==> src/rtl/ssr_pkg.sv <==
`timescale 1ns / 1ps
// ----------------------------------------------------------------------------
// ssr_pkg
// shared sizes, input kind codes and controller/datapath interface structs
// for the subsequence score ranker
// ----------------------------------------------------------------------------
package ssr_pkg;

    localparam int MAX_ENTRIES = 32;
    localparam int MAX_QUERY   = 16;

    localparam int CHAR_W  = 8;
    localparam int FIELD_W = 5;
    localparam int IDX_W   = $clog2(MAX_ENTRIES);
    localparam int CNT_W   = $clog2(MAX_ENTRIES + 1);
    localparam int QLEN_W  = $clog2(MAX_QUERY + 1);
    localparam int QIDX_W  = (MAX_QUERY > 1) ? $clog2(MAX_QUERY) : 1;
    localparam int SCORE_W = QLEN_W;

    typedef enum logic [1:0] {
        KIND_CLEAR = 2'd0,
        KIND_QUERY = 2'd1,
        KIND_NAME  = 2'd2,
        KIND_EMIT  = 2'd3
    } kind_t;

    typedef struct packed {
        logic clear;
        logic query_wr;
        logic name_byte;
        logic name_end;
        logic emit_start;
        logic emit_next;
    } ssr_cmd_t;

    typedef struct packed {
        logic count_zero;
        logic emit_last;
    } ssr_status_t;

endpackage

==> src/rtl/ssr_ctrl.sv <==
`timescale 1ns / 1ps
// ----------------------------------------------------------------------------
// ssr_ctrl
// controller: decodes input transactions and sequences the ranking readout
// ----------------------------------------------------------------------------
module ssr_ctrl (
    input  logic                clk,
    input  logic                rst_n,
    input  logic                s_valid,
    input  ssr_pkg::kind_t      kind,
    input  logic                name_end,
    input  logic                m_ready,
    input  ssr_pkg::ssr_status_t status,
    output logic                s_ready,
    output logic                m_valid,
    output ssr_pkg::ssr_cmd_t   cmd
);

    typedef enum logic [1:0] {
        ST_IDLE = 2'b01,
        ST_EMIT = 2'b10
    } state_t;

    state_t state_reg;
    state_t state_next;
    logic   s_acc;
    logic   m_acc;

    assign s_ready = (state_reg == ST_IDLE);
    assign m_valid = (state_reg == ST_EMIT);
    assign s_acc   = s_valid && s_ready;
    assign m_acc   = m_valid && m_ready;

    always_comb
    begin
        cmd            = '0;
        cmd.clear      = s_acc && (kind == ssr_pkg::KIND_CLEAR);
        cmd.query_wr   = s_acc && (kind == ssr_pkg::KIND_QUERY);
        cmd.name_byte  = s_acc && (kind == ssr_pkg::KIND_NAME);
        cmd.name_end   = name_end;
        cmd.emit_start = s_acc && (kind == ssr_pkg::KIND_EMIT) && !status.count_zero;
        cmd.emit_next  = m_acc;
    end

    always_comb
    begin
        state_next = state_reg;
        unique case (state_reg)
            ST_IDLE:
            begin
                if (cmd.emit_start)
                begin
                    state_next = ST_EMIT;
                end
            end
            ST_EMIT:
            begin
                if (m_acc && status.emit_last)
                begin
                    state_next = ST_IDLE;
                end
            end
            default:
            begin
                state_next = ST_IDLE;
            end
        endcase
    end

    always_ff @(posedge clk or negedge rst_n)
    begin
        if (!rst_n)
        begin
            state_reg <= ST_IDLE;
        end
        else
        begin
            state_reg <= state_next;
        end
    end

endmodule

==> src/rtl/ssr_datapath.sv <==
`timescale 1ns / 1ps
// ----------------------------------------------------------------------------
// ssr_datapath
// query store, running match, sorted insertion cell chain and readout mux
// ----------------------------------------------------------------------------
module ssr_datapath (
    input  logic                           clk,
    input  logic                           rst_n,
    input  ssr_pkg::ssr_cmd_t              cmd,
    input  logic [ssr_pkg::CHAR_W-1:0]     char_value,
    output ssr_pkg::ssr_status_t           status,
    output logic [ssr_pkg::FIELD_W-1:0]    out_position,
    output logic [ssr_pkg::FIELD_W-1:0]    out_score,
    output logic                           out_overflow
);

    localparam int NE = ssr_pkg::MAX_ENTRIES;
    localparam int NQ = ssr_pkg::MAX_QUERY;
    localparam int IW = ssr_pkg::IDX_W;
    localparam int CW = ssr_pkg::CNT_W;
    localparam int LW = ssr_pkg::QLEN_W;
    localparam int QW = ssr_pkg::QIDX_W;
    localparam int SW = ssr_pkg::SCORE_W;
    localparam int FW = ssr_pkg::FIELD_W;

    logic [ssr_pkg::CHAR_W-1:0] query_mem [NQ];

    logic [LW-1:0] qlen_reg,  qlen_next;
    logic [SW-1:0] match_reg, match_next;
    logic [CW-1:0] count_reg, count_next;
    logic          ovf_reg,   ovf_next;
    logic [IW-1:0] idx_reg,   idx_next;

    logic [SW-1:0] cell_score_reg [NE];
    logic [IW-1:0] cell_pos_reg   [NE];
    logic [SW-1:0] cell_score_next [NE];
    logic [IW-1:0] cell_pos_next   [NE];
    logic [NE-1:0] keep;

    logic          query_room;
    logic          q_hit;
    logic [SW-1:0] match_upd;
    logic          store_full;
    logic          insert_en;
    logic [IW-1:0] new_pos;

    logic [SW+FW-1:0] score_ext;
    logic [IW+FW-1:0] pos_ext;

    assign query_room = (qlen_reg < LW'(NQ));
    assign q_hit      = (match_reg < qlen_reg) &&
                        (query_mem[match_reg[QW-1:0]] == char_value);
    assign match_upd  = q_hit ? (match_reg + SW'(1)) : match_reg;
    assign store_full = (count_reg == CW'(NE));
    assign insert_en  = cmd.name_byte && cmd.name_end && !store_full;
    assign new_pos    = count_reg[IW-1:0];

    // control registers
    always_comb
    begin
        qlen_next  = qlen_reg;
        match_next = match_reg;
        count_next = count_reg;
        ovf_next   = ovf_reg;
        idx_next   = idx_reg;
        if (cmd.clear)
        begin
            qlen_next  = '0;
            match_next = '0;
            count_next = '0;
            ovf_next   = 1'b0;
        end
        else if (cmd.query_wr)
        begin
            if (query_room)
            begin
                qlen_next = qlen_reg + LW'(1);
            end
            else
            begin
                ovf_next = 1'b1;
            end
        end
        else if (cmd.name_byte)
        begin
            if (cmd.name_end)
            begin
                match_next = '0;
                if (store_full)
                begin
                    ovf_next = 1'b1;
                end
                else
                begin
                    count_next = count_reg + CW'(1);
                end
            end
            else
            begin
                match_next = match_upd;
            end
        end
        if (cmd.emit_start)
        begin
            idx_next = '0;
        end
        else if (cmd.emit_next)
        begin
            idx_next = idx_reg + IW'(1);
        end
    end

    always_ff @(posedge clk or negedge rst_n)
    begin
        if (!rst_n)
        begin
            qlen_reg  <= '0;
            match_reg <= '0;
            count_reg <= '0;
            ovf_reg   <= 1'b0;
            idx_reg   <= '0;
        end
        else
        begin
            qlen_reg  <= qlen_next;
            match_reg <= match_next;
            count_reg <= count_next;
            ovf_reg   <= ovf_next;
            idx_reg   <= idx_next;
        end
    end

    // query byte store
    always_ff @(posedge clk)
    begin
        if (cmd.query_wr && query_room)
        begin
            query_mem[qlen_reg[QW-1:0]] <= char_value;
        end
    end

    // sorted insertion: cells that outrank the new entry hold, the rest shift down
    always_comb
    begin
        for (int i = 0; i < NE; i++)
        begin
            keep[i] = (CW'(i) < count_reg) && (cell_score_reg[i] >= match_upd);
        end
        if (keep[0])
        begin
            cell_score_next[0] = cell_score_reg[0];
            cell_pos_next[0]   = cell_pos_reg[0];
        end
        else
        begin
            cell_score_next[0] = match_upd;
            cell_pos_next[0]   = new_pos;
        end
        for (int i = 1; i < NE; i++)
        begin
            if (keep[i])
            begin
                cell_score_next[i] = cell_score_reg[i];
                cell_pos_next[i]   = cell_pos_reg[i];
            end
            else if (keep[i-1])
            begin
                cell_score_next[i] = match_upd;
                cell_pos_next[i]   = new_pos;
            end
            else
            begin
                cell_score_next[i] = cell_score_reg[i-1];
                cell_pos_next[i]   = cell_pos_reg[i-1];
            end
        end
    end

    always_ff @(posedge clk)
    begin
        if (insert_en)
        begin
            for (int i = 0; i < NE; i++)
            begin
                cell_score_reg[i] <= cell_score_next[i];
                cell_pos_reg[i]   <= cell_pos_next[i];
            end
        end
    end

    // readout
    assign score_ext    = {{FW{1'b0}}, cell_score_reg[idx_reg]};
    assign pos_ext      = {{FW{1'b0}}, cell_pos_reg[idx_reg]};
    assign out_score    = score_ext[FW-1:0];
    assign out_position = pos_ext[FW-1:0];
    assign out_overflow = ovf_reg;

    assign status.count_zero = (count_reg == '0);
    assign status.emit_last  = ((CW'(idx_reg) + CW'(1)) == count_reg);

endmodule

==> src/rtl/subsequence_score_ranker.sv <==
`timescale 1ns / 1ps
// ----------------------------------------------------------------------------
// subsequence_score_ranker
// fuzzy subsequence scoring of names against a query, kept in ranked order
// ----------------------------------------------------------------------------
// input stream: tuser = kind (clear, query byte, name byte, emit), tdata =
// byte, tlast = last byte of a name. while idle one transaction is taken
// every cycle; a name's final byte inserts it into the ranked cell chain in
// that same cycle, unless the chain is full, which sets the overflow flag.
// output stream: an emit with stored entries gives one transaction per
// entry, best score first and earlier arrival first on ties; tlast marks
// the final entry. the first result is shown the cycle after the emit is
// accepted, then one per cycle while tready is high.
// while results are pending the input side is held off (tready low); a
// stalled receiver simply holds the current result on the bus.
// reset empties the query and the ranking and clears the overflow flag;
// no clearing pass is needed.
// ----------------------------------------------------------------------------
module subsequence_score_ranker (
    input  logic        clk,
    input  logic        rst_n,
    input  logic        s_axis_tvalid,
    output logic        s_axis_tready,
    input  logic [7:0]  s_axis_tdata,   // char_value[7:0]
    input  logic [1:0]  s_axis_tuser,   // kind[1:0]
    input  logic        s_axis_tlast,
    output logic        m_axis_tvalid,
    input  logic        m_axis_tready,
    output logic [15:0] m_axis_tdata,   // entry_position[4:0], score[9:5], overflow[10]
    output logic        m_axis_tlast
);

    ssr_pkg::ssr_cmd_t    cmd;
    ssr_pkg::ssr_status_t status;
    logic [ssr_pkg::FIELD_W-1:0] out_position;
    logic [ssr_pkg::FIELD_W-1:0] out_score;
    logic                        out_overflow;

    ssr_ctrl u_ctrl (
        .clk      (clk),
        .rst_n    (rst_n),
        .s_valid  (s_axis_tvalid),
        .kind     (ssr_pkg::kind_t'(s_axis_tuser)),
        .name_end (s_axis_tlast),
        .m_ready  (m_axis_tready),
        .status   (status),
        .s_ready  (s_axis_tready),
        .m_valid  (m_axis_tvalid),
        .cmd      (cmd)
    );

    ssr_datapath u_datapath (
        .clk          (clk),
        .rst_n        (rst_n),
        .cmd          (cmd),
        .char_value   (s_axis_tdata),
        .status       (status),
        .out_position (out_position),
        .out_score    (out_score),
        .out_overflow (out_overflow)
    );

    assign m_axis_tdata = {5'b0, out_overflow, out_score, out_position};
    assign m_axis_tlast = status.emit_last;

endmodule

==> config.mk <==
export PLATFORM = sky130hd
export DESIGN_NAME = subsequence_score_ranker
export DESIGN_NICKNAME = d
export VERILOG_FILES = /design/src/rtl/ssr_pkg.sv /design/src/rtl/ssr_ctrl.sv /design/src/rtl/ssr_datapath.sv /design/src/rtl/subsequence_score_ranker.sv
export SDC_FILE = /design/constraint.sdc
export NUM_CORES = 1
export LEC_CHECK = 0
export ABC_AREA = 1
export ABC_CLOCK_PERIOD_IN_PS = 10000
export BUFFER_PORTS_ARGS = -buffer_cell sky130_fd_sc_hd__buf_2
export CELL_PAD_IN_SITES_DETAIL_PLACEMENT = 1
export CELL_PAD_IN_SITES_GLOBAL_PLACEMENT = 1
export CORE_MARGIN = 3
export CORE_UTILIZATION = 40
export CTS_CLUSTER_DIAMETER = 60
export CTS_CLUSTER_SIZE = 30
export DETAILED_ROUTE_END_ITERATION = 8
export HOLD_SLACK_MARGIN = 0.15
export PLACE_DENSITY = 0.7
export SETUP_SLACK_MARGIN = 0.15
export SLEW_MARGIN = 20
export SYNTH_ARGS = -nofsm -noshare
export SYNTH_HDL_FRONTEND = slang
export SYNTH_SLANG_ARGS = --single-unit
==> constraint.sdc <==
create_clock -name clk -period 10 [get_ports clk]
set_input_delay 1 -clock clk [delete_from_list [all_inputs] [get_ports clk]]
set_output_delay 1 -clock clk [all_outputs]
set_load 0.05 [all_outputs]
==> flow_summary_export.csv <==
group,metric,value,unit
timing,finalHoldViolations,0,
floorplanning,ios,34,
clock_tree,cts_buffers,46,
timing,max_freq,146.2,MHz
run,cap_viol_max_count,0,
placed_design,hpwlAfterDp,67690,um
pwr,p_leak,13.00,nW
final_layout,nets,3457,
detailed_routing,drt_pass1_iterations,7,
synth,syn-cell-area,28240,um2
final_layout,diodes,0,
clock_tree,postCtsHoldBufs,0,
critical_path,endpoint_kind,"flop",
timing,tns,0,ns
clock_tree,cts_num_sinks,472,
critical_path,required,10.20,ns
grt,grt_max_degree,90,
synth,synthArstFlopShare,0.05085,
synth,syn_inst,3429,
floorplanning,start_util,0.4075,
placed_design,gp_congestion,0.8870,
pwr,vdd_drop_max,0.0001469,V
placed_design,portBuffers,28,
clock_tree,max-clock-path-buffers,3,
synth,synth_ff_type,"edfxtp_1",
grt,grt_pass1_wl,157200,um
timing,timing.final.crit_share,0.6840,
final_layout,instances_no_fill,4301,
floorplanning,die_w,271.7,um
timing,fin_skew,0.03639,ns
synth,synth.yosys.warnings,0,
detailed_routing,num_vias,24973,
synth,avgSynthCellArea,8.237,um2
clock_tree,htreeDepth,2,
grt,grt_overflow_total,0,
status,status,"finished, final reports clean",
synth,synth_top_cell_by_area,"edfxtp_1",
synth,synthTopCellsByArea,"edfxtp_1, nand2_1, nand3_1, ha_1, o21ai_0",
timing,slew_violations,0,
detailed_routing,drt_iter0_drc,2011,
clock_tree,cts.clk_slew.worst_paths,0.08,ns
clock_tree,tritoncts,"done",
timing,slew-limit-headroom,0.2591,
detailed_routing,drc_errors,0,
floorplanning,core_area,69310,um2
clock_tree,clk_latency,0.61,ns
synth,synth_edf_count,448,
critical_path,cp-start-kind,"flop",
critical_path,path_max_fanout,82,
floorplanning,die_y,271.7,um
synth,synth_top_area_share,0.4763,
timing,worstMarginPinSlew,1.111,ns
grt,grt_antenna_before_repair,1,
floorplanning,dieArea,73830,um2
synth,yosysUniqueCellTypes,46,
pwr,powerDensity,170.5,nW/um2
final_layout,final_core_util,0.4382,
placed_design,dp_cells,4217,
synth,ys_seq_area_frac,0.4976,
critical_path,critPathKind,"reg2reg",
min_path,hold_class,"in2async",
detailed_routing,avgViaCountPerCell,5.806,
clock_tree,root_buffer,"clkbuf_16",
final_layout,drive_gt1_frac,0.09496,
critical_path,rrSetupSlack,3.16,ns
grt,grt_pass1_vias,26023,
detailed_routing,antenna_left,0,
grt,grt.total_usage,0.2772,
timing,fin_crit,6.840,ns
detailed_routing,routed_wirelength,103800,um
detailed_routing,wl_per_cell,24.13,um
clock_tree,post_cts.repair.setup_buffers,0,
clock_tree,ctsResizeCount,0,
final_layout,area_growth,7.535,%
critical_path,critPathArrivalTime,7.04,ns
timing,rsz0062_at_grt,"false",
floorplanning,num_rows,96,
timing,final-setup-viol-count,0,
synth,ys_seq_elements,472,
==> kinds of logic after synthesis <==
group,after synthesis,share of synthesized area
adders and majority gates,108,0.04784
buffers and inverters,499,0.07806
DFF,472,0.4976
AOI/OAI and AO/OA,450,0.08829
xor gates and xnor gates,8,0.002481
other,1,0.0001328
and+or+nand+nor,1891,0.2856
==> layout by cell type, fill, tap and decap left out, types with 8 or more instances in the layout <==
| cell | synthesis | layout |
|---|---|---|
| o21ai_0 | 253 | 252 |
| dfrtp_1 | 23 | 15 |
| inv_1 | 249 | 244 |
| nand3_1 | 491 | 491 |
| inv_2 | 36 | 39 |
| a21oi_2 | 13 | 14 |
| edfxtp_1 | 448 | 448 |
| buf_4 | 32 | 37 |
| o211ai_1 | 10 | 10 |
| nand2_2 | 63 | 65 |
| clkbuf_16 | 0 | 47 |
| ha_1 | 108 | 108 |
| nand2_1 | 1006 | 1004 |
| o22ai_1 | 85 | 85 |
| buf_2 | 25 | 28 |
| inv_6 | 0 | 8 |
| a21oi_1 | 64 | 63 |
| nor2_1 | 272 | 270 |
| or2_2 | 32 | 32 |
==> layout make-up <==
cell class	instances	area, um2
flip-flops and latches	472	14070
repair buffers	65	417.9
inverters	287	1082
multi-input cells	2462	12040
fillers	8348	38930
clock inverters	36	422.9
clock buffers	48	1180
well taps	931	1165
==> where the power goes <==
group | total (mW) | internal [mW] | switching (mW)
Combinational | 0.966 | 0.208 | 0.758
Clock | 1.90 | 1.00 | 0.895
Sequential | 2.31 | 2.25 | 0.0649
Total | 5.18 | 3.46 | 1.72
==> final timing paths <==
check                                                         start                                    endpoint  depth (start not counted)
setup / recovery                u_datapath.match_reg[0]$_DFFE_PN0P_  u_datapath.cell_score_reg[23][2]$_DFFE_PP_                         22
hold / removal                                                rst_n         u_datapath.out_overflow$_DFFE_PN0P_                          1
setup reg to reg                u_datapath.match_reg[0]$_DFFE_PN0P_  u_datapath.cell_score_reg[23][2]$_DFFE_PP_                         22
hold reg to reg            u_datapath.cell_pos_reg[18][0]$_DFFE_PP_    u_datapath.cell_pos_reg[19][0]$_DFFE_PP_                          2
max in group asynchronous                                     rst_n           u_datapath.idx_reg[0]$_DFFE_PN0P_                          1
min in group clk           u_datapath.cell_pos_reg[18][0]$_DFFE_PP_    u_datapath.cell_pos_reg[19][0]$_DFFE_PP_                          2
==> critical path: stages, from the launching register on <==
cell and delay [ns]:
dfrtp_2 0.36, buf_4 0.65, inv_2 0.61, a21oi_1 0.45, nor2_1 0.11, nand2_1 0.13
nand2_1 0.07, nand2_1 0.05, nand2_1 0.08, nor2_2 0.16, nand3_4 0.16, xor2_1 0.20
inv_2 0.58, buf_4 0.65, ha_1 0.35, o21ai_0 0.17, nand2_1 0.08, or2_2 0.27
nand3_1 0.09, nand3_1 0.10, nand2_1 0.09, nand2_2 0.16, a21oi_1 0.81
==> cells in the mapped netlist (3+ instances only) <==
library cell,n
a221oi_1,3
or2_2,32
nand4_1,4
buf_4,32
ha_1,108
clkbuf_1,107
o32ai_1,5
buf_2,25
dfrtp_1,23
buf_1,24
o31ai_1,3
o211ai_1,10
inv_2,36
xor2_1,8
buf_6,24
o22ai_1,85
a21oi_2,13
nor3_1,7
a21oi_1,64
edfxtp_1,448
nand3_2,3
nor2_1,272
nand2_1,1006
nand3_1,491
inv_1,249
nand3b_1,4
nand2_2,63
o21ai_0,253
o21ai_1,5
==> per-layer routing <==
metal / global-route usage / up-vias / wire (um)
met3: 0.03412 / 281 / 5476
met5: 0 / - / 0
met2: 0.4860 / 837 / 50930
li1: - / 11328 / -
met1: 0.3406 / 12527 / 42220
met4: 0.1268 / 0 / 5170
==> through the flow <==
| step | power, mW | hold WS [ns] | worst slack, ns | instance area (um2) |
|---|---|---|---|---|
| floorplan | 2.938 | 0.4457 | 4.876 | 28260 |
| global placement | 3.278 | 0.5200 | 3.449 | 28750 |
| detailed placement | 3.305 | 0.5227 | 3.257 | 28760 |
| CTS | 5.190 | 0.3992 | 3.167 | 30360 |
| global route | 5.359 | 0.4239 | 2.498 | 30370 |
| finish | 5.177 | 0.4073 | 3.160 | 30370 |
Power figures use the tool's default switching activity.
